## src/lfo_modulated_delay_flanger_defines.svh

```systemverilog
// Assertion macros shared by the flanger RTL.
// Needs a clock named clock and a reset named reset in the including module.
`ifndef LFO_MODULATED_DELAY_FLANGER_DEFINES_SVH
`define LFO_MODULATED_DELAY_FLANGER_DEFINES_SVH

// Checked on every clock edge outside reset
`define FLG_ASSERT(label, prop, msg) \
   label: assert property (@(posedge clock) disable iff (reset) prop) \
      else $error(msg);

// Checked on every clock edge, reset included
`define FLG_ASSERT_ALWAYS(label, prop, msg) \
   label: assert property (@(posedge clock) prop) else $error(msg);

`endif

```

## src/flg_pkg.sv

```systemverilog
// Shared types and constants of the flanger.
// No dependencies; used by flg_if, the top level, flg_sine_rom and flg_mac.
package flg_pkg;

   // Sample and register widths
   localparam int SAMPLE_W   = 16;
   localparam int CSR_DATA_W = 22;
   localparam int CSR_IDX_W  = 3;
   localparam int DLY_W      = 28;   // base*2^15 + (1+sin)*depth*2^15

   // pi/2 in Q30, seed of the sine table series
   localparam logic [63:0] HALF_PI_Q30 = 64'd1686629713;

   // Gain limits in Q1.15
   localparam logic [14:0] FB_MAX  = 15'd31129;
   localparam logic [15:0] MIX_MAX = 16'd32768;

   // Configuration register indexes
   typedef enum logic [CSR_IDX_W-1:0] {
      CSR_PHASE_STEP    = 3'd0,
      CSR_BASE_DELAY    = 3'd1,
      CSR_DEPTH         = 3'd2,
      CSR_FEEDBACK_GAIN = 3'd3,
      CSR_MIX_GAIN      = 3'd4
   } flg_csr_index_type;

   // One request to the shared multiply, round and add unit
   typedef struct packed {
      logic                en;
      logic signed [16:0]  a;
      logic [15:0]         b;
      logic signed [15:0]  e;
   } flg_mac_req_type;

endpackage

```

## src/flg_sine_rom.sv

```systemverilog
// Quarter-wave sine table, built at elaboration, with registered read.
// Uses flg_pkg for the pi/2 seed of the series.
module flg_sine_rom #(
   parameter int QTR = 64
) (
   input  logic                     clock,
   input  logic [$clog2(QTR+1)-1:0] addr,
   output logic [14:0]              data
);

   logic [14:0] tbl [QTR+1];
   logic [14:0] data_ff;

   // Entry k = round(32767 * sin(pi/2 * k / QTR)), odd Taylor series to x^15
   for (genvar k = 0; k <= QTR; k++) begin : g_entry
      localparam logic [63:0] X  = flg_pkg::HALF_PI_Q30 * 64'(k) / QTR;
      localparam logic [63:0] T1 = ((((X  * X) >> 30) * X) >> 30) / 64'd6;
      localparam logic [63:0] T2 = ((((T1 * X) >> 30) * X) >> 30) / 64'd20;
      localparam logic [63:0] T3 = ((((T2 * X) >> 30) * X) >> 30) / 64'd42;
      localparam logic [63:0] T4 = ((((T3 * X) >> 30) * X) >> 30) / 64'd72;
      localparam logic [63:0] T5 = ((((T4 * X) >> 30) * X) >> 30) / 64'd110;
      localparam logic [63:0] T6 = ((((T5 * X) >> 30) * X) >> 30) / 64'd156;
      localparam logic [63:0] T7 = ((((T6 * X) >> 30) * X) >> 30) / 64'd210;
      localparam logic signed [63:0] SUM = $signed(X) - $signed(T1) + $signed(T2)
         - $signed(T3) + $signed(T4) - $signed(T5) + $signed(T6) - $signed(T7);
      localparam logic signed [63:0] CLAMP = (SUM < 64'sd0) ? 64'sd0 :
         ((SUM > 64'sd1073741824) ? 64'sd1073741824 : SUM);
      localparam logic [63:0] VAL = (64'(CLAMP) * 64'd32767 + 64'd536870912) >> 30;
      assign tbl[k] = VAL[14:0];
   end

   always_ff @(posedge clock) begin
      data_ff <= tbl[addr];
   end

   assign data = data_ff;

endmodule

```

## config.mk

```make
export PLATFORM = sky130hd
export DESIGN_NAME = flg_sine_rom
export DESIGN_NICKNAME = d
export VERILOG_FILES = /design/src/lfo_modulated_delay_flanger_defines.svh /design/src/flg_pkg.sv /design/src/flg_sine_rom.sv
export SDC_FILE = /design/constraint.sdc
export NUM_CORES = 1
export LEC_CHECK = 0
export ABC_CLOCK_PERIOD_IN_PS = 4200
export BUFFER_PORTS_ARGS = -buffer_cell sky130_fd_sc_hd__buf_4
export CAP_MARGIN = 20
export CORE_MARGIN = 1
export CORE_UTILIZATION = 49
export DETAILED_ROUTE_END_ITERATION = 10
export PLACE_DENSITY_LB_ADDON = 0.1
export SYNTH_ARGS = -nofsm -noshare
export SYNTH_HDL_FRONTEND = slang
export SYNTH_SLANG_ARGS = --single-unit
```

## constraint.sdc

```tcl
create_clock -name clock -period 4.2 [get_ports clock]
set_clock_uncertainty 0.05 [all_clocks]
set_input_delay 0.42 -clock clock [delete_from_list [all_inputs] [get_ports clock]]
set_output_delay 0.42 -clock clock [all_outputs]
set_load 0.02 [all_outputs]
```

=== After elaboration in Yosys (flattened, before gate mapping) ===
Memory sizes are Yosys's and may differ from the RTL's. A register that Yosys moved wholly into a read port is not among the register bits.
Index checks and enable logic that the tools add are counted.

* Bitwise logic cells: 1

{| class="wikitable"
|+ Operators with widths
! operator !! count
|-
| $not 7->8 || 1
|}

* Bits in registers: 0
* Bits in read-only memories: 1920
* Output and inout port bits: 15
* Logic and storage cells: 2
* Memories kept: 1

{| class="wikitable"
|+ Memories
! name !! words !! bits a word !! read ports !! clocked after memory_dff !! write ports !! RTL line !! text
|-
| (name not given) || 128 || 15 || 1 || 1 || 0 || flg_sine_rom.sv:33 || <nowiki>data_ff <= tbl[addr];</nowiki>
|}

=== Longest topological paths before layout ===
* Word-level depth: 1
* Depth in mapped cells: 8
* Gate-level depth less buffers: 6

=== Worst setup path after synthesis ===
Ideal clock, no wire load.

* Path type: in2reg
* Start: in addr[1]
* End: reg data_ff[2], in the netlist data[2]
* Setup time: 0.131 ns
* Arrival time: 1.999 ns
* Data required time: 4.019 ns
* Setup slack: 2.020 ns
* Stages on the path: 7
* Path buffers: 2
* Cells stage by stage: buf_4 -> inv_1 -> ha_1 -> buf_2 -> mux4_2 -> a211oi_1 -> o32ai_1

* Word-level cells in the longest chain between the ends: 1

{| class="wikitable"
|+ Ends and longest elaborated chain
! element !! RTL line !! text
|-
| start: declaration || flg_sine_rom.sv:7 || <nowiki>input logic [$clog2(QTR+1)-1:0] addr,</nowiki>
|-
| $not 7->8 (implied by the code) || flg_sine_rom.sv:33 ||
|-
| end: declaration || flg_sine_rom.sv:12 || <nowiki>logic [14:0] data_ff;</nowiki>
|}

No other way between the ends.

=== Worst setup path in the final report ===
* Start: in addr[1]
* End: reg data_ff[10], in the netlist data[10]

Same word-level chain as after synthesis.

==> flow_summary.ini <==
[placement]
place_hpwl_um = 3840
gp_congestion = 1.010
io_buffers = 22

[synthesis]
yosysUniqueCellTypes = 53
yosysSeqAreaShare_pct = 17.32
synthTopCellsByCount = a21oi_1 (19), nand2_1 (19), nor2_1 (17)
synth_area_sq_um = 1734
synthArstFlopShare_pct = 0
ys.flop_type = dfxtp_1
yosys.area.top_type = dfxtp_1
synth.top_cells.by_area = dfxtp_1 (17%), ha_1 (10%), a21oi_1 (5.5%)
ys_ff_latch = 15
syn_avg_cell_area_sq_um = 7.540
synth_edf_count = 0
synth_nets = 252
synthesis.instances = 230
yosysTopAreaCellShare_pct = 17.32
ys_warn_count = 0

[routing]
drt_wl_total_um = 5659
drtPass1Iterations = 5
avgRoutedWirePerCell_um = 20.36
ant_nets = 0
vias = 1891
first_iter_violations = 305
post-route-drc-count = 0
via_per_inst = 6.802

[grt]
antenna_found_initial = 0
grt_pass1_wl_um = 8790
gr-total-overflow = 0
grt_usage_pct = 32.43
grt_max_degree = 54
grt_pass1_vias = 1580

[setup_path]
crit_end = data[10]
end_kind = flop
path_class = in -> reg
path_max_fanout = 15
timing.critical_path.required_ns = 4.39
arrival_ns = 2.33
startpoint_type = input pin
crit_start = addr[1]

[clocking]
clock_path_buffers = 2
cts_max_level = 1
path_clk_slew_ns = 0.10
cts_setup_buffers = 0
cts-buffers-inserted = 3
clkSinkCount = 15
ctsResizeCount = 0
ctsHoldBuffers = 0
ctsRootBufferMaster = clkbuf_4
cts_tree = built

[power_and_ir_drop]
power_uw = 455.1
vdd_drop_max_mv = 0.1191
leakage_uw = 0.0007292
cellPowerDensity_nw_per_um2 = 244.1

[timing]
max-slew-margin-rel_pct = 57.22
tightestPinTransition_ns = 0.6402
grt_setup_unrepaired = false
max_freq_mhz = 467.0
post-route-min-period_ns = 2.141
min_period_over_period_pct = 50.98
final_hold_viol_count = 0
finalSetupTns_ns = 0
final-setup-viol-count = 0
final-max-slew-violation-count = 0

[floorplan]
die_w_um = 61.49
num_rows = 21
die-area_sq_um = 3781
ios = 23
core_area_sq_um = 3363
initial_core_util_pct = 51.56
die_h_um = 61.49

[cells_and_area]
layout-drive-gt1-share_pct = 17.24
fin_util_pct = 55.43
antenna_cells = 0
syn2layout_area_growth_pct = 7.504
largest_reg_flops = 15
layout.nets = 255

[job]
cap_viol_max_count = 0

[status]
status = complete, no violations

[hold_path]
hold_path_class = in -> reg
[critical path: stages]
cell and delay [ns]:
buf_4 0.20, inv_1 0.23, ha_1 0.59, nor2_1 0.12
a21o_1 0.16, mux4_2 0.46, a2bb2oi_1 0.16
[per-stage QoR]
step | area, sq um | hold WS [ns] | cells | setup slack (ns)
2_1_floorplan | 1734 | 0.4748 | 230 | 2.020
3_3_place_gp | 1838 | 0.6089 | 274 | 1.853
3_5_place_dp | 1838 | 0.5986 | 274 | 1.746
4_1_cts | 1864 | 0.2820 | 278 | 2.082
5_1_grt | 1864 | 0.2999 | 278 | 1.964
6_report | 1864 | 0.2850 | 278 | 2.059
[report_power, final]
| part | leakage (uW) | switching, uW | internal [uW] |
|---|---|---|---|
| registers | 0.000125 | 4.62 | 156 |
| logic | 0.000589 | 122 | 75.5 |
| clock network | 0.0000150 | 59.7 | 37.2 |
| total | 0.000729 | 186 | 269 |
[worst min-delay path by stage]
stage	start	endpoint	slack, ns	cells past startpoint
finish	addr[6]	data[6]	0.28	2
detailed placement	addr[6]	data[6]	0.60	2
floorplan	addr[6]	data[6]	0.47	1
global placement	addr[6]	data[6]	0.61	2
global route	addr[6]	data[6]	0.30	2
CTS	addr[6]	data[6]	0.28	2
[logic make-up after synthesis]
group,after synthesis,synth area share [%]
AO/OA/AOI/OAI,88,35.43
adder cells (fa/ha/maj),14,10.10
buffers and inverters,31,8.369
flip-flops,15,17.32
multiplexers,8,7.576
AND/OR/NAND/NOR,74,21.21
[layout make-up]
cell class / instances / area [sq um]
inverter: 7 / 26.28
timing repair buffer: 22 / 165.2
multi-input combinational: 184 / 1289
fill: 364 / 1499
sequential: 15 / 300.3
clock buffer: 4 / 26.28
tap: 46 / 57.56
[metal layers]
| layer | up-vias | global-route usage (%) | wire length (um) |
|---|---|---|---|
| met2 | 123 | 45.16 | 2433 |
| met1 | 884 | 51.90 | 2515 |
| met4 | 0 | 9.841 | 120 |
| li1 | 870 | - | - |
| met5 | - | 0 | 0 |
| met3 | 14 | 2.521 | 590 |
[layout by cell type (no fill, tap or decap), types with 2 or more instances in the layout]
cell,Yosys,layout
mux2i_1,3,3
a21oi_1,19,19
dfxtp_1,15,15
a2111oi_0,3,3
o31ai_1,2,2
a221oi_1,5,5
and2_1,2,2
nor3_1,5,5
nand2_1,19,19
o32ai_1,4,4
a31oi_1,5,5
nor2b_1,5,5
clkbuf_4,0,3
or3_1,2,2
o21ai_0,14,14
a211oi_1,5,5
a32oi_1,2,2
a21o_1,2,2
ha_1,14,14
nand2b_1,8,8
mux4_2,4,4
a22oi_1,5,5
inv_2,2,2
or2_2,4,4
nor2_1,17,17
o211ai_1,6,6
inv_1,5,5
a311oi_1,2,2
buf_4,2,22
nand3_1,7,7
(Power assumes the default switching activity.)
