<file path="src/lfo_modulated_delay_flanger_defines.svh">
// Assertion macros shared by the flanger RTL.
// Needs a clock named clock and a reset named reset in the including module.
`ifndef LFO_MODULATED_DELAY_FLANGER_DEFINES_SVH
`define LFO_MODULATED_DELAY_FLANGER_DEFINES_SVH

// Checked on every clock edge outside reset
`define FLG_ASSERT(label, prop, msg) \
   label: assert property (@(posedge clock) disable iff (reset) prop) \
      else $error(msg);

// Checked on every clock edge, reset included
`define FLG_ASSERT_ALWAYS(label, prop, msg) \
   label: assert property (@(posedge clock) prop) else $error(msg);

`endif

</file>
<file path="src/flg_pkg.sv">
// Shared types and constants of the flanger.
// No dependencies; used by flg_if, the top level, flg_sine_rom and flg_mac.
package flg_pkg;

   // Sample and register widths
   localparam int SAMPLE_W   = 16;
   localparam int CSR_DATA_W = 22;
   localparam int CSR_IDX_W  = 3;
   localparam int DLY_W      = 28;   // base*2^15 + (1+sin)*depth*2^15

   // pi/2 in Q30, seed of the sine table series
   localparam logic [63:0] HALF_PI_Q30 = 64'd1686629713;

   // Gain limits in Q1.15
   localparam logic [14:0] FB_MAX  = 15'd31129;
   localparam logic [15:0] MIX_MAX = 16'd32768;

   // Configuration register indexes
   typedef enum logic [CSR_IDX_W-1:0] {
      CSR_PHASE_STEP    = 3'd0,
      CSR_BASE_DELAY    = 3'd1,
      CSR_DEPTH         = 3'd2,
      CSR_FEEDBACK_GAIN = 3'd3,
      CSR_MIX_GAIN      = 3'd4
   } flg_csr_index_type;

   // One request to the shared multiply, round and add unit
   typedef struct packed {
      logic                en;
      logic signed [16:0]  a;
      logic [15:0]         b;
      logic signed [15:0]  e;
   } flg_mac_req_type;

endpackage

</file>
<file path="src/flg_mac.sv">
// Shared arithmetic unit: sat16(e + round_q15(a * b)), registered result.
// Uses flg_pkg for the request struct.
module flg_mac (
   input  logic                     clock,
   input  flg_pkg::flg_mac_req_type req,
   output logic [15:0]              result
);

   logic signed [33:0] prod;
   logic signed [33:0] biased;
   logic signed [19:0] total;
   logic [15:0]        sat;
   logic [15:0]        result_ff;

   // Multiply, round half up, add, saturate
   always_comb begin
      prod   = $signed(req.a) * $signed({1'b0, req.b});
      biased = prod + 34'sd16384;
      total  = 20'($signed(biased[33:15])) + 20'(req.e);
      priority if (total > 20'sd32767) begin
         sat = 16'h7FFF;
      end else if (total < -20'sd32768) begin
         sat = 16'h8000;
      end else begin
         sat = total[15:0];
      end
   end

   always_ff @(posedge clock) begin
      if (req.en) begin
         result_ff <= sat;
      end
   end

   assign result = result_ff;

endmodule
</file>
<file path="config.mk">
export PLATFORM = sky130hd
export DESIGN_NAME = flg_mac
export DESIGN_NICKNAME = d
export VERILOG_FILES = /design/src/lfo_modulated_delay_flanger_defines.svh /design/src/flg_pkg.sv /design/src/flg_mac.sv
export SDC_FILE = /design/constraint.sdc
export NUM_CORES = 1
export LEC_CHECK = 0
export BUFFER_PORTS_ARGS = -buffer_cell sky130_fd_sc_hd__buf_2
export CAP_MARGIN = 20
export CORE_MARGIN = 4
export CORE_UTILIZATION = 60
export CTS_CLUSTER_SIZE = 28
export DETAILED_ROUTE_END_ITERATION = 10
export PLACE_DENSITY = 0.84
export RECOVER_POWER = 50
export SETUP_SLACK_MARGIN = 0.05
export SLEW_MARGIN = 30
export SYNTH_ARGS = -nofsm -noshare
export SYNTH_HDL_FRONTEND = slang
export SYNTH_SLANG_ARGS = --single-unit
export TNS_END_PERCENT = 20
</file>
<file path="constraint.sdc">
create_clock -name clock -period 17.8 [get_ports clock]
set_clock_uncertainty 0.1 [all_clocks]
set_input_delay 0 -clock clock [delete_from_list [all_inputs] [get_ports clock]]
set_output_delay 0 -clock clock [all_outputs]
set_load 0.02 [all_outputs]
</file>
# Yosys cells after proc, flatten, opt, wreduce, memory -nomap -nowiden
# Index checks and enable logic that the tools add are counted.
# Widths: inputs -> output; s select.
# op_classes
n_mux	1
multipliers	1
n_lt_le_gt_ge	2
n_addsub	2
# op_table
op	count
$add 34x16->34 const B	1
$mul 17x17->34	1
$add 19x16->20	1
$gt 20x16->1 const B	1
$lt 20x16->1 const B	1
$mux 16	1
# totals
in_bits	51
elab_cells	7
output_inout_bits	16
reg_bits	16

# Longest topological paths before layout
# Gate-level depths: netlist of run 1.
# depth
word_depth	5
mapped_depth	34
ltp_nobuf	32

# Least setup slack after synthesis of run 1
# Ideal clock, no wire load.
# synth_timing
kind	input-to-reg
from	input port req[25] (netlist bit)
to	register result_ff[13] (netlist: result[13]), data pin
setup_ns	0.150
setup_slack_ns	9.626
required_ns	17.550
n_path_buf	3
t_arrival_ns	7.924
cell_stages	31
cell_sequence	clkbuf_1 > clkbuf_1 > nand2_1 > fa_1 > inv_1 > fa_1 > fa_1 > fa_1 > fa_1 > inv_1 > fa_1 > inv_1 > ha_1 > and3_1 > and4_1 > a221oi_1 > o22ai_1 > and4_1 > o41ai_1 > o21ai_0 > xnor2_1 > ha_1 > and2_4 > nand4_1 > nand3b_4 > a311o_1 > a221o_1 > nor4_4 > a21oi_2 > buf_6 > nor3_2
# synth_via
elab_chain_cells	5
word_cells_on_any_way	6
classes_between	add/sub (2); mul (1); order compare (2); mux (1)
# synth_rtl
element	line	rtl
start: declaration	flg_mac.sv:5	input flg_pkg::flg_mac_req_type req,
$mul 17x17->34 (*)	flg_mac.sv:17	prod = $signed(req.a) * $signed({1'b0, req.b});
$add 34x16->34 (*)	flg_mac.sv:18	biased = prod + 34'sd16384;
$add 19x16->20 (*)	flg_mac.sv:19	total = 20'($signed(biased[33:15])) + 20'(req.e);
$lt 20x16->1	flg_mac.sv:22	end else if (total < -20'sd32768) begin
$mux 16	flg_mac.sv:22	
end signal: assignment	flg_mac.sv:31	result_ff <= sat;
end: declaration	flg_mac.sv:13	logic [15:0] result_ff;
# Mark *: on every way between the ends. The rest lies on a longest branch, timed or not.
# A chain may end at the register's enable or synchronous reset.

# Worst setup path after layout of run 1
# layout_timing
from	input port req[24] (netlist bit)
to	register result_ff[4] (netlist: result[4]), data pin
# The elaborated chain is that of the path after synthesis.

==> results of run 1 <==
## final cells by class
cell class                 instances  area share, %
clock buffer                       3          0.588
timing repair buffer              66           2.50
tap                              265           2.60
sequential                        16           3.76
inverter                         397           11.7
multi-input combinational        912           78.9
## placed cells by master, fill, tap and decap left out, types with 4 or more instances in the layout
master / Yosys / routed
nor3_1: 6 / 6
fa_1: 279 / 279
inv_1: 397 / 397
buf_2: 1 / 57
nand2b_1: 4 / 4
clkbuf_1: 34 / 9
edfxtp_1: 16 / 16
nor2b_1: 4 / 4
o21bai_1: 4 / 4
a21oi_1: 36 / 36
ha_1: 117 / 117
and2_1: 174 / 174
o21a_1: 5 / 5
nor2_1: 20 / 20
o21ai_1: 4 / 5
and3_1: 4 / 4
nand4_1: 4 / 4
xor2_1: 8 / 8
a211oi_1: 6 / 6
a21o_1: 10 / 10
nand2_1: 121 / 121
xnor2_1: 29 / 29
o21ai_0: 24 / 23
nand3_1: 9 / 9
a221oi_1: 4 / 4
## logic make-up after synthesis
logic type | Yosys count
compound gates | 117
xor+xnor | 37
simple gates | 362
fa+ha+maj | 396
flops | 16
buf+inv | 435
## critical path, delay by kind of cell
family | cells | cell delay (ns)
AOI/OAI and AO/OA | 9 | 2.82
xor gates and xnor gates | 1 | 0.15
adders and majority gates | 8 | 3.71
buffers and inverters | 6 | 0.55
and+or+nand+nor | 6 | 1.51
## routing by layer
layer / vias to the layer above / share of wire (%)
met1: 4547 / 38
met2: 270 / 54
met3: 72 / 4.3
met5: - / 0
met4: 0 / 4.0
li1: 4084 / -
## cell usage after synthesis (3+ instances only)
cell	instances	share of area, %
a211oi_1	6	0.37
a21o_1	10	0.62
a21oi_1	36	1.5
a221oi_1	4	0.29
and2_1	174	8.9
and3_1	4	0.21
clkbuf_1	34	1.0
edfxtp_1	16	3.9
fa_1	279	46
ha_1	117	12
inv_1	397	12
nand2_1	121	3.7
nand2b_1	4	0.21
nand3_1	9	0.37
nand4_1	4	0.21
nor2_1	20	0.62
nor2b_1	4	0.21
nor3_1	6	0.25
o211ai_1	3	0.18
o21a_1	5	0.31
o21ai_0	24	0.99
o21ai_1	4	0.16
o21bai_1	4	0.25
xnor2_1	29	2.1
xor2_1	8	0.57
## per-stage QoR
step | hold WS (ns) | instance area, um^2 | std cells
global route | 0.174 | 12800 | 1659
floorplan | 0.0125 | 12200 | 1363
CTS | 0.0980 | 12800 | 1659
finish | 0.115 | 12800 | 1659
global placement | 0.328 | 12700 | 1656
detailed placement | 0.344 | 12700 | 1656
## path summary, 6_finish.rpt
check                        to  slack (ns)  depth (start not counted)
worst max-delay path  result[4]        8.87                         30
worst min-delay path  result[0]        0.11                          4
==> flow_summary.toml, run 1 <==
[outcome]
status = "completed"

[global_route]
met3_usage_pct = 1.90
grt_first_pass_wirelength_mm = 44.9
grt_usage_pct = 24.8
antenna_found_initial = 0
grt_pass1_vias = 9902
grt-ovfl-total = 0
grt_util_met1_pct = 30.1
use_met2_pct = 46.2
grt_max_degree = 18
busiest_layer = "met2"

[timing]
fmax_mhz = 112
fin_crit_sh_pct = 50.2
maxSlewViolCount = 0
finalHoldViolations = 0
rsz0062_at_grt = "false"
final.setup.worst_slack_ns = 8.87
relSlewSlack_pct = 41.1
setup_violations = 0
setup_tns_ns = 0
worst_pin_slew_ns = 0.884
fin_crit_ns = 8.93

[synth]
syn_area_um2 = 12200
synth-seq-cells = 16
synth_seq_area_share_pct = 3.94
synth_edf_count = 16
synth_nets = 1810
synth_xor_area_share_pct = 2.66
postSynthAreaPerCell_um2 = 8.94
synthDistinctLibCells = 55
synth_warnings = 0
synth.area.mux_share_pct = 0
async_flop_share_pct = 0
synthCells = 1363
synth-simple-area-share_pct = 15.9
synth_top_family_by_area = "adder cells"
synth-adder-area-share_pct = 57.8
synth_top_flop_cell = "edfxtp_1"
synth_compound_area_share_pct = 6.18

[floorplanning]
dieWidth_um = 151
initial_core_util_pct = 61.8
num_io_pins = 67
dieArea_um2 = 22700
num_rows = 51
die_height_um = 151
coreArea_um2 = 19700

[route]
dr.pass1.iters = 5
drc = 0
viasPerCell = 5.41
dr.first_iter.drc_count = 476
dr_total_vias = 8973
wl_per_cell_um = 15.9
antenna_left = 0
finalWirelength_mm = 26.4

[place]
gp_congestion = 0.893
dp_hpwl_mm = 22.6
port_buffers = 66
place_ws_ns = 8.79

[setup_path]
path_class = "primary input to register"
worstPathMaxFanout = 17
slowest_delay_ns = 0.67
critPathArrivalTime_ns = 8.76
slowest_stage = "o21ai_1"
critPathCaptureType = "register"
start_kind = "primary input"
worst_path_most_repeated_cell = "fa_1"
required_ns = 17.64
crit_start = "req[24]"

[final_layout]
drive_gt1_share_pct = 5.16
diodes = 0
largest_register_ffs = 16
syn2layout_area_growth_pct = 4.71
nFillCells = 1568
seqCellArea_um2 = 480
fin_nets = 1843
utilization_pct = 64.7
multi_input_area_um2 = 10100

[clock_tree]
hold_buffers = 0
cts_root_buf = "clkbuf_16"
post_cts_buffers = 0
cts_tree = "built"
cts-buffers-inserted = 3
cts_max_path_buffers = 2
cts_htree_levels = 1
clk_pin_slew_ns = 0.05
clock_sinks = 16
cts_resized = 0

[worst_hold_path]
min_path_type = "primary input to register"
hp-start = "req[0]"

[flow_run]
maxCapViolCount = 0
Power of run 1 is not shown: default switching activity piles up to over one toggle a cycle in this logic, so the estimate is an artifact.
==> run 2, diff against run 1 <==
- clock period: 17.8 -> 9.24 ns (I/O delays scaled with it)
==> flow_summary.toml, run 2 (synthesis results as in run 1) <==
[clock_tree]
cts-buffers-inserted = 3
cts_max_path_buffers = 2
cts_tree = "built"
clock_sinks = 16
cts_htree_levels = 1
cts_root_buf = "clkbuf_16"
clk_pin_slew_ns = 0.05

[global_route]
grt-ovfl-total = 0
grt_pass1_vias = 9651
grt_first_pass_wirelength_mm = 44.3
antenna_found_initial = 0
grt_usage_pct = 24.4
grt_max_degree = 18

[floorplanning]
die_height_um = 151
num_rows = 51
initial_core_util_pct = 61.8
coreArea_um2 = 19700
dieArea_um2 = 22700
num_io_pins = 67
dieWidth_um = 151

[timing]
fin_crit_ns = 8.45
fin_crit_sh_pct = 91.4
whs_ns = 0.100
fmax_mhz = 118
worst_pin_slew_ns = 0.848
setup_violations = 0
setup_tns_ns = 0
finalHoldViolations = 0
relSlewSlack_pct = 43.5
maxSlewViolCount = 0
rsz0062_at_grt = "false"

[final_layout]
largest_register_ffs = 16
fin_area_um2 = 12800
fin_nets = 1851
final_cell_mix = "inv_1 (397), fa_1 (279), and2_1 (174)"
diodes = 0
drive_gt1_share_pct = 5.84
final_common_cell = "inv_1"
syn2layout_area_growth_pct = 5.39

[setup_path]
critPathCaptureType = "register"
start_kind = "primary input"
slowest_stage = "fa_1"
worstPathMaxFanout = 17
worst_path_most_repeated_cell = "fa_1"
slowest_delay_ns = 0.55
critPathArrivalTime_ns = 8.33
required_ns = 9.12
path_class = "primary input to register"

[route]
drc = 0
dr_total_vias = 8909
antenna_left = 0
finalWirelength_mm = 26.0
dr.pass1.iters = 6
viasPerCell = 5.34
wl_per_cell_um = 15.6
dr.first_iter.drc_count = 489

[place]
port_buffers = 66
gp_congestion = 0.882
dpl-instance-area_um2 = 12800
dp_hpwl_mm = 22.5

[worst_hold_path]
holdPathEnd = "result[0]"
min_delay_path_depth = 4
hp-start = "req[0]"
min_path_type = "primary input to register"

[flow_run]
maxCapViolCount = 0

[outcome]
status = "completed"
[run 2: worst max-delay path by stage]
stage,endpoint,slack [ns],from
5_1_grt,result[0],0.11,req[24]
3_3_place_gp,result[13],0.54,req[18]
3_5_place_dp,result[5],0.27,req[39]
6_report,result[9],0.79,req[24]
4_1_cts,result[9],0.49,req[39]
2_1_floorplan,result[13],1.07,req[25]
[run 2: repair_timing]
item                                    CTS  global route
gates resized for setup                   0             3
setup buffers                             0             1
endpoints found under the setup margin    0            15
hold buffers                              0             0
[run 2: cell type report]
class / count / area (um^2)
clock inverter: 1 / 3.75
clock buffer: 3 / 75.1
timing repair buffer: 74 / 379
fill: 1565 / 6870
tap: 265 / 332
inverter: 397 / 1490
sequential: 16 / 480
multi-input combinational: 912 / 10100
[run 2: per-stage QoR]
stage | instances | utilization [%] | worst slack (ns)
floorplan | 1363 | - | 1.07
global placement | 1663 | 64.7 | 0.537
detailed placement | 1663 | 64.7 | 0.271
CTS | 1667 | 65.1 | 0.487
global route | 1668 | 65.2 | 0.106
finish | 1668 | 65.2 | 0.793
[run 2: layer usage]
layer	up-vias	global-route usage, %	wire (um)
li1	4092	-	-
met4	0	7.27	903
met5	-	0	0
met3	63	2.68	1270
met1	4515	30.4	9930
met2	239	44.8	13900
[run 2: critical path: cells and delay by family]
kind	cells	cell delay, ns
xor+xnor	1	0.15
compound gates	10	1.93
buf+inv	7	0.77
fa+ha+maj	8	3.70
simple gates	6	1.75
Power of run 2 is left out for the same reason.
==> run 3, diff against run 2 <==
--- a/config.mk
+++ b/config.mk
@@ -8,9 +8,12 @@
 export BUFFER_PORTS_ARGS = -buffer_cell sky130_fd_sc_hd__buf_2
 export CAP_MARGIN = 20
+export CELL_PAD_IN_SITES_DETAIL_PLACEMENT = 0
+export CELL_PAD_IN_SITES_GLOBAL_PLACEMENT = 1
 export CORE_MARGIN = 4
-export CORE_UTILIZATION = 60
+export CORE_UTILIZATION = 50
 export CTS_CLUSTER_SIZE = 28
 export DETAILED_ROUTE_END_ITERATION = 10
-export PLACE_DENSITY = 0.84
+export MAX_ROUTING_LAYER = met4
+export PLACE_DENSITY = 0.89
 export RECOVER_POWER = 50
 export SETUP_SLACK_MARGIN = 0.05
--- a/constraint.sdc
+++ b/constraint.sdc
@@ -3,3 +3,3 @@
 set_input_delay 0 -clock clock [delete_from_list [all_inputs] [get_ports clock]]
 set_output_delay 0 -clock clock [all_outputs]
-set_load 0.02 [all_outputs]
+set_load 0.1 [all_outputs]
==> flow_summary.toml, run 3 (synthesis results as in run 1) <==
[outcome]
status = "completed"

[timing]
setup_violations = 0
fin_crit_sh_pct = 92.8
rsz0062_at_grt = "false"
maxSlewViolCount = 0
finalHoldViolations = 0
setup_tns_ns = 0
fmax_mhz = 117
fin_crit_ns = 8.57
relSlewSlack_pct = 21.3
worst_pin_slew_ns = 1.19
final.setup.worst_slack_ns = 0.669

[route]
viasPerCell = 5.11
wl_per_cell_um = 15.4
finalWirelength_mm = 26.4
dr_total_vias = 8804
drc = 0
antenna_left = 0
dr.first_iter.drc_count = 443
dr.pass1.iters = 5

[setup_path]
worstPathMaxFanout = 17
start_kind = "primary input"
critPathCaptureType = "register"
worst_path_most_repeated_cell = "fa_1"
slowest_delay_ns = 0.53
critPathArrivalTime_ns = 8.55
crit_start = "req[18]"
required_ns = 9.22
path_class = "primary input to register"
slowest_stage = "fa_1"

[floorplanning]
coreArea_um2 = 23800
num_io_pins = 67
num_rows = 56
dieArea_um2 = 26900
die_height_um = 164
initial_core_util_pct = 51.3
dieWidth_um = 164

[final_layout]
nFillCells = 2210
final_common_cell = "inv_1"
drive_gt1_share_pct = 5.78
final_cell_mix = "inv_1 (397), fa_1 (279), and2_1 (174)"
syn2layout_area_growth_pct = 5.93
largest_register_ffs = 16
fin_area_um2 = 12900
fin_nets = 1850

[clock_tree]
clock_sinks = 16
cts_root_buf = "clkbuf_16"
cts-buffers-inserted = 3
clk_pin_slew_ns = 0.05
post_cts_buffers = 0
cts_htree_levels = 1
cts_tree = "built"
cts_max_path_buffers = 2

[place]
port_buffers = 66
place_ws_ns = 0.279
gp_congestion = 0.888
dp_hpwl_mm = 22.9
dpl-instance-area_um2 = 12800

[global_route]
grt_usage_pct = 21.4
grt-ovfl-total = 0
grt_max_degree = 18
grt_first_pass_wirelength_mm = 45.6
grt_pass1_vias = 9615
antenna_found_initial = 1

[flow_run]
maxCapViolCount = 0

[worst_hold_path]
min_delay_path_depth = 4
holdPathEnd = "result[0]"
min_path_type = "primary input to register"
hp-start = "req[0]"
==> run 3: cell types whose count changed in the layout (fill, tap and decap cells not counted), sizes merged <==
cell / previous run / this run
diode: 0 / 1
buf: 65 / 64
==> run 3: metrics by stage <==
stage	hold slack [ns]	utilization (%)	std cells
after floorplan	0.0125	-	1363
after global placement	0.325	54.0	1717
after detailed placement	0.337	54.0	1717
after CTS	0.0850	54.3	1721
after global routing	0.199	54.4	1722
final	0.149	54.4	1722
==> run 3: worst max path at each step <==
stage / to
after detailed placement: result[9]
after CTS: result[9]
after global routing: result[9]
after global placement: result[5]
final: result[9]
after floorplan: result[13]
==> run 3: routing by layer <==
metal  GRT usage, %  vias to the layer above  share of wire, %
met1           27.1                     4435                41
li1               -                     4088                 -
met3          0.954                       59               3.2
met4           5.49                        0               2.9
met2           38.1                      222                53
met5              -                        -                 0
==> run 3: critical path, delay by kind of cell <==
family	cells	cell delay [ns]
compound gates	10	2.78
xor+xnor	1	0.17
simple gates	6	1.54
fa+ha+maj	8	3.63
buf+inv	5	0.41
==> run 3: area by class of cell <==
cell class / instances / area [um^2] / area share [%]
Inverter: 397 / 1490 / 11.5
Antenna cell: 1 / 2.50 / 0.0194
Tap cell: 319 / 399 / 3.09
Timing Repair Buffer: 73 / 372 / 2.88
Clock buffer: 3 / 75.1 / 0.581
Sequential cell: 16 / 480 / 3.72
Clock inverter: 1 / 3.75 / 0.0291
Multi-Input combinational cell: 912 / 10100 / 78.1
==> run 3: timing repair <==
item / in CTS / in global routing
gates resized for setup: 0 / 3
hold buffers: 0 / 0
setup endpoints to repair: 0 / 12
Power of run 3 is left out for the same reason.
